$ cat src/hdl/ggd_pkg.sv
// Shared types and constants for the grid gradient and divergence block.
// Used by the interfaces, the controller, the datapath and the top level.
// No dependencies.
package ggd_pkg;

	localparam int ROW_W    = 12;
	localparam int COL_W    = 6;
	localparam int GRAD_W   = 24;
	localparam int DIV_W    = 25;
	localparam int ROWCNT_W = 13;
	localparam int RECIP_W  = 16;
	localparam int MAX_ROWS = 4096;
	localparam int FRAC_SH  = 8;

	localparam int        ADDR_W = 4;
	localparam int        DATA_W = 32;
	localparam logic [1:0] REG_ROW_COUNT    = 2'd0;
	localparam logic [1:0] REG_COLUMN_COUNT = 2'd1;
	localparam logic [1:0] REG_RECIP_X      = 2'd2;
	localparam logic [1:0] REG_RECIP_Y      = 2'd3;

	localparam logic [ROWCNT_W-1:0] ROW_COUNT_RST = 13'd2;
	localparam logic [COL_W-1:0]    COL_COUNT_RST = 6'd2;
	localparam logic [RECIP_W-1:0]  RECIP_RST     = 16'd256;

	// Commands from the controller to the datapath.
	typedef struct packed {
		logic             take;
		logic             rd_y;
		logic             rd_x;
		logic             dif;
		logic             mul;
		logic             load;
		logic             wr;
		logic             flush;
		logic             row_one;
		logic             row_par;
		logic             last;
		logic [ROW_W-1:0] row;
		logic [COL_W-1:0] col;
		logic [COL_W-1:0] ncols;
	} ggd_cmd_t;

endpackage

$ cat src/hdl/ggd_if.sv
// Valid/ready stream interfaces for grid samples and gradient results.
// Depends on ggd_pkg for the result field widths.
interface ggd_in_if #(parameter int SAMPLE_BITS = 16);
	logic                   valid;
	logic                   ready;
	logic [SAMPLE_BITS-1:0] sample;

	modport source (output valid, output sample, input ready);
	modport sink (input valid, input sample, output ready);
endinterface

interface ggd_out_if;
	logic                            valid;
	logic                            ready;
	logic [ggd_pkg::ROW_W-1:0]       out_row;
	logic [ggd_pkg::COL_W-1:0]       out_col;
	logic signed [ggd_pkg::GRAD_W-1:0] grad_x;
	logic signed [ggd_pkg::GRAD_W-1:0] grad_y;
	logic signed [ggd_pkg::DIV_W-1:0]  div_sum;
	logic                            run_last;

	modport source (output valid, output out_row, output out_col, output grad_x,
		output grad_y, output div_sum, output run_last, input ready);
	modport sink (input valid, input out_row, input out_col, input grad_x,
		input grad_y, input div_sum, input run_last, output ready);
endinterface

$ cat src/hdl/ggd_ctrl.sv
// Sequencer for the gradient block: raster position, clamping of the counts,
// and the per-point command sequence including the final-row flush.
// Depends on ggd_pkg.
module ggd_ctrl #(
	parameter int COLS = 32
) (
	input  logic                           clk,
	input  logic                           arst_n,
	input  logic                           in_valid,
	output logic                           in_ready,
	input  logic [ggd_pkg::ROWCNT_W-1:0]   row_count,
	input  logic [ggd_pkg::COL_W-1:0]      column_count,
	input  logic                           out_free,
	output ggd_pkg::ggd_cmd_t              cmd
);

	localparam logic [2:0] S_IDLE = 3'd0;
	localparam logic [2:0] S_RDY  = 3'd1;
	localparam logic [2:0] S_RDX  = 3'd2;
	localparam logic [2:0] S_DIF  = 3'd3;
	localparam logic [2:0] S_MUL  = 3'd4;
	localparam logic [2:0] S_OUT  = 3'd5;
	localparam logic [2:0] S_WR   = 3'd6;

	logic [2:0]                      state_q;
	logic [ggd_pkg::ROW_W-1:0]       row_pos_q;
	logic [ggd_pkg::COL_W-1:0]       col_pos_q;
	logic [ggd_pkg::ROW_W-1:0]       r_q;
	logic [ggd_pkg::COL_W-1:0]       c_q;
	logic [ggd_pkg::COL_W-1:0]       ncols_q;
	logic                            fl_q;
	logic                            fpt_q;

	logic [ggd_pkg::ROWCNT_W-1:0]    nrows;
	logic [ggd_pkg::COL_W-1:0]       ncols;
	logic [ggd_pkg::COL_W-1:0]       j_cl;
	logic                            last_row;
	logic                            last_col;
	logic                            accept;
	logic                            col_end;

	assign nrows = (row_count < 13'd2) ? 13'd2 :
		(row_count > 13'(ggd_pkg::MAX_ROWS)) ? 13'(ggd_pkg::MAX_ROWS) : row_count;
	assign ncols = (column_count < 6'd2) ? 6'd2 :
		(column_count > 6'(COLS)) ? 6'(COLS) : column_count;
	assign j_cl     = (col_pos_q > 6'(COLS - 1)) ? 6'(COLS - 1) : col_pos_q;
	assign last_row = {1'b0, row_pos_q} >= (nrows - 13'd1);
	assign last_col = col_pos_q >= (ncols - 6'd1);
	assign in_ready = (state_q == S_IDLE);
	assign accept   = in_valid && in_ready;
	assign col_end  = (c_q == ncols_q - 6'd1);

	always_ff @(posedge clk or negedge arst_n) begin
		if (!arst_n) begin
			state_q   <= S_IDLE;
			row_pos_q <= '0;
			col_pos_q <= '0;
			r_q       <= '0;
			c_q       <= '0;
			ncols_q   <= 6'd2;
			fl_q      <= 1'b0;
			fpt_q     <= 1'b0;
		end else begin
			unique case (state_q)
				S_IDLE: begin
					if (accept) begin
						r_q     <= row_pos_q;
						c_q     <= j_cl;
						ncols_q <= ncols;
						fl_q    <= last_col && last_row;
						fpt_q   <= 1'b0;
						if (last_col) begin
							col_pos_q <= '0;
							row_pos_q <= last_row ? '0 : row_pos_q + 12'd1;
						end else begin
							col_pos_q <= j_cl + 6'd1;
						end
						state_q <= (row_pos_q != '0) ? S_RDY : S_WR;
					end
				end
				S_RDY: state_q <= S_RDX;
				S_RDX: state_q <= S_DIF;
				S_DIF: state_q <= S_MUL;
				S_MUL: state_q <= S_OUT;
				S_OUT: begin
					if (out_free) begin
						if (!fpt_q) begin
							state_q <= S_WR;
						end else if (col_end) begin
							state_q <= S_IDLE;
						end else begin
							c_q     <= c_q + 6'd1;
							state_q <= S_RDY;
						end
					end
				end
				S_WR: begin
					if (fl_q) begin
						fpt_q   <= 1'b1;
						c_q     <= '0;
						state_q <= S_RDY;
					end else begin
						state_q <= S_IDLE;
					end
				end
				default: state_q <= S_IDLE;
			endcase
		end
	end

	always_comb begin
		cmd         = '0;
		cmd.take    = accept;
		cmd.rd_y    = (state_q == S_RDY);
		cmd.rd_x    = (state_q == S_RDX);
		cmd.dif     = (state_q == S_DIF);
		cmd.mul     = (state_q == S_MUL);
		cmd.load    = (state_q == S_OUT) && out_free;
		cmd.wr      = (state_q == S_WR);
		cmd.flush   = fpt_q;
		cmd.row_one = (r_q == 12'd1);
		cmd.row_par = r_q[0];
		cmd.last    = fpt_q ? col_end : !fl_q;
		cmd.row     = fpt_q ? r_q : r_q - 12'd1;
		cmd.col     = c_q;
		cmd.ncols   = ncols_q;
	end

endmodule

$ cat src/hdl/ggd_datapath.sv
// Datapath of the gradient block: two-row line store, differences, scaling
// multipliers, floor shift with saturation and the output register.
// Depends on ggd_pkg and ggd_out_if.
module ggd_datapath #(
	parameter int COLS        = 32,
	parameter int SAMPLE_BITS = 16
) (
	input  logic                          clk,
	input  logic                          arst_n,
	input  ggd_pkg::ggd_cmd_t             cmd,
	input  logic [SAMPLE_BITS-1:0]        sample,
	input  logic [ggd_pkg::RECIP_W-1:0]   recip_x,
	input  logic [ggd_pkg::RECIP_W-1:0]   recip_y,
	output logic                          out_free,
	ggd_out_if.source                     results
);

	localparam int AW = $clog2(2 * COLS);
	localparam int DW = SAMPLE_BITS + 1;
	localparam int PW = DW + ggd_pkg::RECIP_W + 1;
	localparam logic signed [PW-1:0] SAT_HI = PW'((2 ** (ggd_pkg::GRAD_W - 1)) - 1);
	localparam logic signed [PW-1:0] SAT_LO = ~SAT_HI;

	logic [SAMPLE_BITS-1:0]  mem_q [2 * COLS];
	logic [SAMPLE_BITS-1:0]  v_q;
	logic [SAMPLE_BITS-1:0]  ra_q;
	logic [SAMPLE_BITS-1:0]  rb_q;
	logic signed [DW-1:0]    dy_q;
	logic signed [DW-1:0]    dx_q;
	logic signed [PW-1:0]    py_q;
	logic signed [PW-1:0]    px_q;
	logic                    out_valid_q;

	logic                    p_par;
	logic                    c_first;
	logic                    c_last;
	logic                    shy9;
	logic                    shx9;
	logic [AW-1:0]           ya;
	logic [AW-1:0]           yb;
	logic [AW-1:0]           xa;
	logic [AW-1:0]           xb;
	logic [AW-1:0]           aa;
	logic [AW-1:0]           ab;
	logic [AW-1:0]           wa;
	logic signed [PW-1:0]    sx;
	logic signed [PW-1:0]    sy;
	logic signed [ggd_pkg::GRAD_W-1:0] gx;
	logic signed [ggd_pkg::GRAD_W-1:0] gy;

	function automatic logic [AW-1:0] loc(input logic par, input logic [ggd_pkg::COL_W-1:0] col);
		loc = (par ? AW'(COLS) : AW'(0)) + AW'(col);
	endfunction

	function automatic logic signed [ggd_pkg::GRAD_W-1:0] sat(input logic signed [PW-1:0] v);
		if (v > SAT_HI) begin
			sat = SAT_HI[ggd_pkg::GRAD_W-1:0];
		end else if (v < SAT_LO) begin
			sat = SAT_LO[ggd_pkg::GRAD_W-1:0];
		end else begin
			sat = v[ggd_pkg::GRAD_W-1:0];
		end
	endfunction

	assign p_par   = cmd.flush ? cmd.row_par : !cmd.row_par;
	assign c_first = (cmd.col == '0);
	assign c_last  = cmd.col >= (cmd.ncols - 6'd1);
	assign shy9    = !c_first && !c_last;
	assign shx9    = !cmd.flush && !cmd.row_one;

	always_comb begin
		if (c_first) begin
			ya = loc(p_par, 6'd1);
			yb = loc(p_par, 6'd0);
		end else if (c_last) begin
			ya = loc(p_par, cmd.col);
			yb = loc(p_par, cmd.col - 6'd1);
		end else begin
			ya = loc(p_par, cmd.col + 6'd1);
			yb = loc(p_par, cmd.col - 6'd1);
		end
		xa = loc(cmd.row_par, cmd.col);
		if (cmd.flush) begin
			xb = loc(!cmd.row_par, cmd.col);
		end else begin
			xb = loc(cmd.row_one ? 1'b0 : cmd.row_par, cmd.col);
		end
	end

	assign aa = cmd.rd_y ? ya : xa;
	assign ab = cmd.rd_y ? yb : xb;
	assign wa = loc(cmd.row_par, cmd.col);

	always_ff @(posedge clk) begin
		if (cmd.wr) begin
			mem_q[wa] <= v_q;
		end
		if (cmd.rd_y || cmd.rd_x) begin
			ra_q <= mem_q[aa];
			rb_q <= mem_q[ab];
		end
	end

	always_ff @(posedge clk) begin
		if (cmd.take) begin
			v_q <= sample;
		end
		if (cmd.rd_x) begin
			dy_q <= DW'($signed(ra_q)) - DW'($signed(rb_q));
		end
		if (cmd.dif) begin
			dx_q <= (cmd.flush ? DW'($signed(ra_q)) : DW'($signed(v_q))) - DW'($signed(rb_q));
			py_q <= dy_q * $signed({1'b0, recip_y});
		end
		if (cmd.mul) begin
			px_q <= dx_q * $signed({1'b0, recip_x});
		end
	end

	assign sx = shx9 ? (px_q >>> (ggd_pkg::FRAC_SH + 1)) : (px_q >>> ggd_pkg::FRAC_SH);
	assign sy = shy9 ? (py_q >>> (ggd_pkg::FRAC_SH + 1)) : (py_q >>> ggd_pkg::FRAC_SH);
	assign gx = sat(sx);
	assign gy = sat(sy);

	assign out_free = !out_valid_q || results.ready;

	always_ff @(posedge clk or negedge arst_n) begin
		if (!arst_n) begin
			out_valid_q <= 1'b0;
		end else if (cmd.load) begin
			out_valid_q <= 1'b1;
		end else if (results.ready) begin
			out_valid_q <= 1'b0;
		end
	end

	always_ff @(posedge clk) begin
		if (cmd.load) begin
			results.out_row  <= cmd.row;
			results.out_col  <= cmd.col;
			results.grad_x   <= gx;
			results.grad_y   <= gy;
			results.div_sum  <= {gx[ggd_pkg::GRAD_W-1], gx} + {gy[ggd_pkg::GRAD_W-1], gy};
			results.run_last <= cmd.last;
		end
	end

	assign results.valid = out_valid_q;

endmodule

$ cat src/hdl/grid_gradient_divergence_top.sv
// Top level of the grid gradient and divergence block: configuration
// registers on an APB-style port, controller and datapath.
// Depends on ggd_pkg, ggd_if, ggd_ctrl and ggd_datapath.
//
// Usage: grid samples enter in raster order on the samples channel, rows
// slow and columns fast. For every sample of row r >= 1 one item leaves on
// the results channel: the point of row r-1 at the same column. The sample
// that ends the last row also flushes that row, one item per column, and
// the position wraps to row 0 for the next grid. run_last marks the final
// item caused by each sample.
// Sequence: a row-0 sample is only written to the line store (S_WR); any
// other sample passes S_RDY, S_RDX, S_DIF, S_MUL, S_OUT, S_WR, and each
// flushed column S_RDY to S_OUT. A new sample is taken only in S_IDLE. The
// sequence is set by the line store, whose two read ports serve one difference
// pair per cycle, and by the two scaling multipliers that follow it.
// A stalled receiver holds the result in the output register; the next
// sample is still taken and its result waits until the register frees.
// Reset clears position, sequencer and output valid, and loads the register
// defaults; the line store holds no reset value and is written before use.
module grid_gradient_divergence_top #(
	parameter int COLS        = 32,
	parameter int SAMPLE_BITS = 16
) (
	input  logic                          clk,
	input  logic                          arst_n,
	ggd_in_if.sink                        samples,
	ggd_out_if.source                     results,
	input  logic                          psel,
	input  logic                          penable,
	input  logic                          pwrite,
	input  logic [ggd_pkg::ADDR_W-1:0]    paddr,
	input  logic [ggd_pkg::DATA_W-1:0]    pwdata,
	output logic [ggd_pkg::DATA_W-1:0]    prdata,
	output logic                          pready
);

	logic [ggd_pkg::ROWCNT_W-1:0] row_count_q;
	logic [ggd_pkg::COL_W-1:0]    column_count_q;
	logic [ggd_pkg::RECIP_W-1:0]  recip_x_q;
	logic [ggd_pkg::RECIP_W-1:0]  recip_y_q;
	logic                         wr_en;
	logic                         out_free;
	ggd_pkg::ggd_cmd_t            cmd;

	assign pready = 1'b1;
	assign wr_en  = psel && penable && pwrite && pready;

	always_ff @(posedge clk or negedge arst_n) begin
		if (!arst_n) begin
			row_count_q    <= ggd_pkg::ROW_COUNT_RST;
			column_count_q <= ggd_pkg::COL_COUNT_RST;
			recip_x_q      <= ggd_pkg::RECIP_RST;
			recip_y_q      <= ggd_pkg::RECIP_RST;
		end else if (wr_en) begin
			unique case (paddr[3:2])
				ggd_pkg::REG_ROW_COUNT:    row_count_q    <= pwdata[ggd_pkg::ROWCNT_W-1:0];
				ggd_pkg::REG_COLUMN_COUNT: column_count_q <= pwdata[ggd_pkg::COL_W-1:0];
				ggd_pkg::REG_RECIP_X:      recip_x_q      <= pwdata[ggd_pkg::RECIP_W-1:0];
				ggd_pkg::REG_RECIP_Y:      recip_y_q      <= pwdata[ggd_pkg::RECIP_W-1:0];
				default: ;
			endcase
		end
	end

	always_comb begin
		unique case (paddr[3:2])
			ggd_pkg::REG_ROW_COUNT:    prdata = 32'(row_count_q);
			ggd_pkg::REG_COLUMN_COUNT: prdata = 32'(column_count_q);
			ggd_pkg::REG_RECIP_X:      prdata = 32'(recip_x_q);
			ggd_pkg::REG_RECIP_Y:      prdata = 32'(recip_y_q);
			default:                   prdata = '0;
		endcase
	end

	ggd_ctrl #(
		.COLS(COLS)
	) u_ctrl (
		.clk          (clk),
		.arst_n       (arst_n),
		.in_valid     (samples.valid),
		.in_ready     (samples.ready),
		.row_count    (row_count_q),
		.column_count (column_count_q),
		.out_free     (out_free),
		.cmd          (cmd)
	);

	ggd_datapath #(
		.COLS        (COLS),
		.SAMPLE_BITS (SAMPLE_BITS)
	) u_datapath (
		.clk      (clk),
		.arst_n   (arst_n),
		.cmd      (cmd),
		.sample   (samples.sample),
		.recip_x  (recip_x_q),
		.recip_y  (recip_y_q),
		.out_free (out_free),
		.results  (results)
	);

endmodule

$ cat src/flat_wrapper.sv
// flat-port wrapper written by rule: the top's interface ports become plain ports
module grid_gradient_divergence_top_flat 
#(
	parameter int COLS        = 32,
	parameter int SAMPLE_BITS = 16
)
  (clk, arst_n, psel, penable, pwrite, paddr, pwdata, prdata, pready, samples_valid, samples_sample, samples_ready, results_valid, results_out_row, results_out_col, results_grad_x, results_grad_y, results_div_sum, results_run_last, results_ready);
  ggd_in_if #(.SAMPLE_BITS(SAMPLE_BITS)) samples_i ();
  ggd_out_if results_i ();
  input  logic clk;
  input  logic arst_n;
  input  logic psel;
  input  logic penable;
  input  logic pwrite;
  input  logic [ggd_pkg::ADDR_W-1:0] paddr;
  input  logic [ggd_pkg::DATA_W-1:0] pwdata;
  output logic [ggd_pkg::DATA_W-1:0] prdata;
  output logic pready;
  input wire logic [$bits(samples_i.valid)-1:0] samples_valid;
  input wire logic [$bits(samples_i.sample)-1:0] samples_sample;
  output wire logic [$bits(samples_i.ready)-1:0] samples_ready;
  output wire logic [$bits(results_i.valid)-1:0] results_valid;
  output wire logic [$bits(results_i.out_row)-1:0] results_out_row;
  output wire logic [$bits(results_i.out_col)-1:0] results_out_col;
  output wire logic [$bits(results_i.grad_x)-1:0] results_grad_x;
  output wire logic [$bits(results_i.grad_y)-1:0] results_grad_y;
  output wire logic [$bits(results_i.div_sum)-1:0] results_div_sum;
  output wire logic [$bits(results_i.run_last)-1:0] results_run_last;
  input wire logic [$bits(results_i.ready)-1:0] results_ready;
  assign samples_i.valid = samples_valid;
  assign samples_i.sample = samples_sample;
  assign samples_ready = samples_i.ready;
  assign results_valid = results_i.valid;
  assign results_out_row = results_i.out_row;
  assign results_out_col = results_i.out_col;
  assign results_grad_x = results_i.grad_x;
  assign results_grad_y = results_i.grad_y;
  assign results_div_sum = results_i.div_sum;
  assign results_run_last = results_i.run_last;
  assign results_i.ready = results_ready;
  grid_gradient_divergence_top #(.COLS(COLS), .SAMPLE_BITS(SAMPLE_BITS)) u_core (.clk(clk), .arst_n(arst_n), .samples(samples_i), .results(results_i), .psel(psel), .penable(penable), .pwrite(pwrite), .paddr(paddr), .pwdata(pwdata), .prdata(prdata), .pready(pready));
endmodule
$ cat config.mk
export PLATFORM = sky130hd
export DESIGN_NAME = grid_gradient_divergence_top_flat
export DESIGN_NICKNAME = d
export VERILOG_FILES = /design/src/hdl/ggd_pkg.sv /design/src/hdl/ggd_if.sv /design/src/hdl/ggd_ctrl.sv /design/src/hdl/ggd_datapath.sv /design/src/hdl/grid_gradient_divergence_top.sv /design/src/flat_wrapper.sv
export SDC_FILE = /design/constraint.sdc
export NUM_CORES = 2
export LEC_CHECK = 0
export BUFFER_PORTS_ARGS = -buffer_cell sky130_fd_sc_hd__buf_2
export CORE_ASPECT_RATIO = 0.9
export CORE_MARGIN = 2
export CORE_UTILIZATION = 45
export DETAILED_ROUTE_END_ITERATION = 16
export PLACE_DENSITY = 0.71
export SYNTH_ARGS = -nofsm -noshare
export SYNTH_HDL_FRONTEND = slang
export SYNTH_SLANG_ARGS = --single-unit
export TNS_END_PERCENT = 100
$ cat constraint.sdc
create_clock -name clk -period 7.21 [get_ports clk]
set_clock_uncertainty 0.05 [all_clocks]
set_input_delay 1.8025 -clock clk [delete_from_list [all_inputs] [get_ports clk]]
set_output_delay 1.8025 -clock clk [all_outputs]
set_load 0.005 [all_outputs]
After elaboration in Yosys (flattened, before gate mapping). Memories as Yosys holds them, arrays and structs flattened. A register that Yosys moved wholly into a read port is not among the register bits. Cells that the tools add are included.

Word-level logic and storage cells: 154. Bits in registers: 309. Memory bits (writable): 1024. Input bits: 59. Memories: 1.

Memories: u_core.u_datapath.mem_q (depth 64, width 16, rd ports 2, clocked after memory_dff 2, write ports 1, RTL line ggd_datapath.sv:24) `logic [SAMPLE_BITS-1:0] mem_q [2 * COLS];`.

Order comparisons: 12. Multiplexer cells: 49. Reduce and logical (&&, ||, !) cells: 32. Add/subtract/negate cells: 18. Multipliers: 2. Equal/unequal tests: 16.

Operators by type and width (count): $pmux 32 s4 (1); $mux 6 (19); $mux 24 (4); $mul 17x17->34 (2); $gt 26x24->1 const B (2); $lt 26x24->1 const B (2); $mux 25 (2); $add 6x6->6 (6); $mux 13 (2); $add 24x24->25 (1); $mux 12 (2); $pmux 3 s7 (1); $add 6x1->6 const B (3); $pmux 6 s3 (1); $sub 6x1->6 const B (3); $mux 17 (1); $sub 16x16->17 (1); $sub 17x16->17 (1); $ge 12x13->1 (1); $gt 13x13->1 const B (1); $lt 13x2->1 const B (1); $sub 13x1->13 const B (1); $add 12x1->12 const B (1); $eq 12x1->1 const B (1); other kinds (28) (69).

Depth between registers and ports, before layout.
Depth after elaboration: 9. Depth in mapped cells: 25.

Modules after synthesis. Synthesis repeated with hierarchy kept, for this count alone.

Cells, all modules: 8089. Area, all modules: 90690.7 um^2.

By module, submodules not included: ggd_datapath (sequential area each 37561.0 um^2, cells each 7482, area each 84494.8 um^2, times used 1); ggd_ctrl (sequential area each 1177.4 um^2, cells each 443, area each 3668.5 um^2, times used 1); grid_gradient_divergence_top (sequential area each 1281.2 um^2, cells each 164, area each 2527.4 um^2, times used 1).

Worst setup path after synthesis. OpenSTA, ideal clock, no wires.

Path kind: reg2reg. From: register u_core.recip_y_q[8] (netlist name). To: register u_core.u_datapath.py_q[29] (data pin). Clock period less this slack: 7.022 ns. Data arrival time: 6.713 ns. Library setup time: 0.259 ns. Stages on the path, launching flop included: 26. Slack: 0.188 ns. Data required time: 6.901 ns. Path through: dfstp_2 clkbuf_1 clkbuf_1 nand2_1 fa_1 inv_1 fa_1 inv_1 fa_1 inv_1 fa_1 inv_1 fa_1 inv_1 fa_1 ha_1 and4_1 a2111o_1 a211oi_1 and3b_1 a311oi_1 nor2b_1 nor2_1 o21ai_0 and2_1 o31a_1.

Word-level cells in the longest chain between the ends: 1.

Ends and longest elaborated chain: start: declaration (RTL line grid_gradient_divergence_top.sv:40) `logic [ggd_pkg::RECIP_W-1:0] recip_y_q;`; start signal: assignment (RTL line grid_gradient_divergence_top.sv:53) `recip_y_q <= ggd_pkg::RECIP_RST;`; start signal: assignment (RTL line grid_gradient_divergence_top.sv:59) `ggd_pkg::REG_RECIP_Y: recip_y_q <= pwdata[ggd_pkg::RECIP_W-1:0];`; $mul 17x17->34 (RTL line ggd_datapath.sv:113) `py_q <= dy_q * $signed({1'b0, recip_y});`; end signal: assignment (RTL line ggd_datapath.sv:113); end: declaration (RTL line ggd_datapath.sv:30) `logic signed [PW-1:0] py_q;`.

No other way between the ends. A chain may end at the register's enable or synchronous reset.

Worst setup path after layout.
From: register u_core.recip_y_q[11] (netlist name). To: register u_core.u_datapath.py_q[29] (data pin).

The elaborated chain is that of the path after synthesis.

==> metrics.md <==
| Metric | Value |
|---|---|
| Status | `finished, final reports clean` |
| Synth Area per Inst | `10.4 µm²` |
| Top_reg_cell synth | `edfxtp_1` |
| R2R Path Start | `u_core.recip_y_q[11]$_DFFE_PN0P_` |
| Final slew viol count | `0` |
| R2r endpoint | `u_core.u_datapath.py_q[29]$_DFFE_PN_` |
| Final worst path period share | `0.961` |
| Largest delay share family, worst path | `adder cells` |
| CTS Sinks | `1349` |
| Hold depth | `2` |
| Layout Nets | `9399` |
| All-layer global routing usage | `0.254` |
| Die area | `0.199 mm²` |
| Row cnt | `153` |
| Clock period minus worst slack | `6930 ps` |
| I/O Pins | `186` |
| CP max-delay cell | `dfrtp_1` |
| Total CTS buffers | `137` |
| Clock Path Buffers | `3` |
| Routed Antenna Nets | `0` |
| RSZ-0062 raised after global routing | `no` |
| Layout Area Growth over Synthesis | `10.1%` |
| Setup violators final | `0` |
| First-pass GRT wire length | `391000 µm` |
| Slowest stage delay, CP | `560 ps` |
| Synth warnings | `0` |
| H-Tree Depth | `4` |
| GR Overflow Total | `0` |
| Number of port buffers | `150` |
| Vias in the first global route | `66000` |
| Ys async rst share | `0.0734` |
| Startpoint Class | `flip-flop` |
| Hold_sp | `u_core.u_ctrl.ncols_q[1]$_DFFE_PN1P_` |
| Clock transition at the registers of the reported paths | `60 ps` |
| CP Capture Type | `flip-flop` |
| Iter 0 DRT Violations | `8334` |
| Vias per Instance | `5.99` |
| Die height | `423 µm` |
| Initial antenna violation count | `6` |
| CTS tree | `done` |
| Drt pass-1 iters | `6` |
| R2R cell count | `21` |
| Slew @ Worst Pin | `1420 ps` |
| GP Congestion | `0.972` |
| Post-DP HPWL | `171000 µm` |
| Slew headroom | `0.0524` |
| Crit path required time | `7680 ps` |
| Layout cells sized above 1 | `0.0949` |
| DRC | `0` |
| Die width | `470 µm` |
| Final hold violations | `0` |
| Gate Count Post-Synth | `8486` |
| Post-synthesis instance area | `0.0879 mm²` |
| Most used cell along the critical path | `fa_1` |
| Root Buffer | `clkbuf_16` |
| Worst R2R Setup Slack | `280 ps` |
| Worst Path Max Fanout | `10` |
| Initial core utilization | `0.454` |
| Pin count of the biggest net entering global routing | `104` |
| Critical path cell sequence | `buf_4 > and2_1 > fa_1 > fa_1 > inv_1 > fa_1 > fa_1 > fa_1 > inv_1 > fa_1 > ha_1 > and4_1 > a2111o_1 > a211oi_2 > and3b_1 > a311oi_2 > nor2b_1 > nor2_1 > o21ai_0 > and2_1 > o31a_1` |
| Worst hold endpoint | `u_core.u_ctrl.ncols_q[1]$_DFFE_PN1P_` |
| Core area | `0.194 mm²` |
| Worst Path Arrival | `7400 ps` |
| Hold Path Class | `flip-flop to flip-flop` |
| Crit Path Class | `flip-flop to flip-flop` |
| Final setup TNS | `0 ps` |
| Post-synth EDFFs | `1250` |
| Max cap viols | `0` |
| Buf/Inv on CP | `3` |
| Fmax | `144 MHz` |
| Routed vias | `67000` |
| Flop and latch count out of synthesis | `1349` |
| Sequential fraction of the synthesis area | `0.455` |
| Final WL | `260000 µm` |
| Drt wl/cell | `23.2 µm` |
| Clk_lat worst skew | `800 ps` |
| Netlist cell types | `76` |
==> worst max path at each step <==
stage	slack, ps	cells past startpoint	end	startpoint
final	280	21	u_core.u_datapath.py_q[29]$_DFFE_PN_	u_core.recip_y_q[11]$_DFFE_PN0P_
after global routing	20	20	u_core.u_datapath.py_q[29]$_DFFE_PN_	u_core.recip_y_q[8]$_DFFE_PN1P_
after CTS	120	22	u_core.u_datapath.py_q[29]$_DFFE_PN_	u_core.recip_y_q[5]$_DFFE_PN0P_
after detailed placement	180	22	u_core.u_datapath.py_q[29]$_DFFE_PN_	u_core.recip_y_q[5]$_DFFE_PN0P_
after global placement	270	23	u_core.u_datapath.py_q[29]$_DFFE_PN_	u_core.recip_y_q[8]$_DFFE_PN1P_
after floorplan	190	25	u_core.u_datapath.py_q[29]$_DFFE_PN_	u_core.recip_y_q[8]$_DFFE_PN1P_
==> cell families after synthesis <==
logic type      after synthesis  synth area share
compound gates             1382             0.108
xor+xnor                    141            0.0141
fa+ha+maj                   828             0.166
buf+inv                    1267            0.0568
flops                      1349             0.455
mux                         325            0.0389
other cells                   2         0.0000855
simple gates               3192             0.161
==> flip-flops by register name, indices dropped and copies added (netlist names), 13 cells and up <==
name	flops
u_core.u_datapath.results.div_sum	25
u_core.recip_y_q	16
u_core.u_datapath.ra_q	16
u_core.row_count_q	13
u_core.u_datapath.py_q	26
u_core.u_datapath.dx_q	17
u_core.u_datapath.mem_q	1024
u_core.u_datapath.results.grad_y	24
u_core.recip_x_q	16
u_core.u_datapath.results.grad_x	24
u_core.u_datapath.dy_q	17
u_core.u_datapath.v_q	16
u_core.u_datapath.rb_q	16
u_core.u_datapath.px_q	26
==> cells in the mapped netlist (11+ instances only) <==
cell         n  area, µm²
inv_1      692       2600
and2_0      28        175
nor3_1      37        185
nor2_1     244        916
xor2_1      39        342
o221ai_1    64        561
dfrtp_1     94       2350
o21a_1      19        143
mux2i_1    246       2460
nand2_1   1875       7040
edfxtp_1  1250      37500
nand3_1    420       2100
o21ai_0    121        606
buf_1       46        173
nor2b_1     32        200
clkbuf_1   412       1550
o22ai_1     51        319
fa_1       558      11200
buf_2       80        400
nand2b_1    24        150
and2_1     464       2900
xnor2_1    102        893
a211oi_1   378       2840
a21o_1      42        315
mux2_2      73        822
and3_1      11       68.8
a31oi_1    142        888
or3_1       14       87.6
a32oi_1     63        552
buf_4       36        270
ha_1       270       3380
a21oi_1    302       1510
a311oi_1   130       1140
==> worst reg2reg max path, delay by kind of cell, from the launching register on <==
family | cells | cell delay [ps]
flip-flops | 1 | 560
buffers and inverters | 3 | 370
AND/OR/NAND/NOR | 6 | 1110
AO/OA/AOI/OAI | 5 | 1300
adder cells (fa/ha/maj) | 7 | 3270
==> per-stage QoR <==
| step | hold WS [ps] | cells | instance area, µm² | worst slack [ps] | utilization |
|---|---|---|---|---|---|
| floorplan | 398 | 8502 | 87900 | 188 | - |
| global placement | 443 | 10900 | 92300 | 268 | 0.477 |
| detailed placement | 449 | 10900 | 92300 | 179 | 0.477 |
| CTS | 458 | 11200 | 96700 | 124 | 0.500 |
| global route | 504 | 11200 | 96800 | 19.1 | 0.500 |
| finish | 457 | 11200 | 96800 | 279 | 0.500 |
==> layout make-up <==
class	instances	area [µm²]
antenna	1	2.50
clock inverter	85	761
clock buffer	162	3570
timing repair buffer	445	3360
multi-input combinational	5886	43200
inverter	693	2610
fill	16700	96800
sequential	1349	40000
tap	2557	3200
==> placed cells by master (no fill, tap or decap), types with 35 or more instances in the layout <==
cell type	Yosys	final
a21oi_1	302	297
mux2_2	73	73
a32oi_1	63	63
nand2_1	1875	1874
o221ai_1	64	64
xnor2_1	102	102
xor2_1	39	39
a211oi_1	378	377
nor2_2	0	45
ha_1	270	270
dfrtp_1	94	89
a21o_1	42	42
inv_1	692	691
buf_4	36	265
clkbuf_16	0	139
nor2_1	244	197
buf_2	80	149
a31oi_1	142	141
mux2i_1	246	246
a311oi_1	130	129
o21ai_0	121	118
and2_1	464	464
edfxtp_1	1250	1250
nor3_1	37	35
nand3_1	420	420
fa_1	558	558
o22ai_1	51	49
==> routing by layer <==
metal | GRT usage | vias up | part of all wire | wire length [µm]
li1 | - | 29500 | - | -
met1 | 0.330 | 32800 | 0.38 | 99700
met2 | 0.400 | 3936 | 0.45 | 118000
met3 | 0.0531 | 766 | 0.10 | 27200
met4 | 0.135 | 8 | 0.056 | 14600
met5 | 0.00120 | - | 0.00027 | 71
==> timing repair <==
action,4_1_cts,5_1_grt
setup buffers,0,8
endpoints found under the setup margin,0,8
resized for setup,0,10
hold buffers,0,0
Power is left out: the tool's default activity adds up to more than one toggle a clock period on the data nets, which glitch-free logic cannot reach.
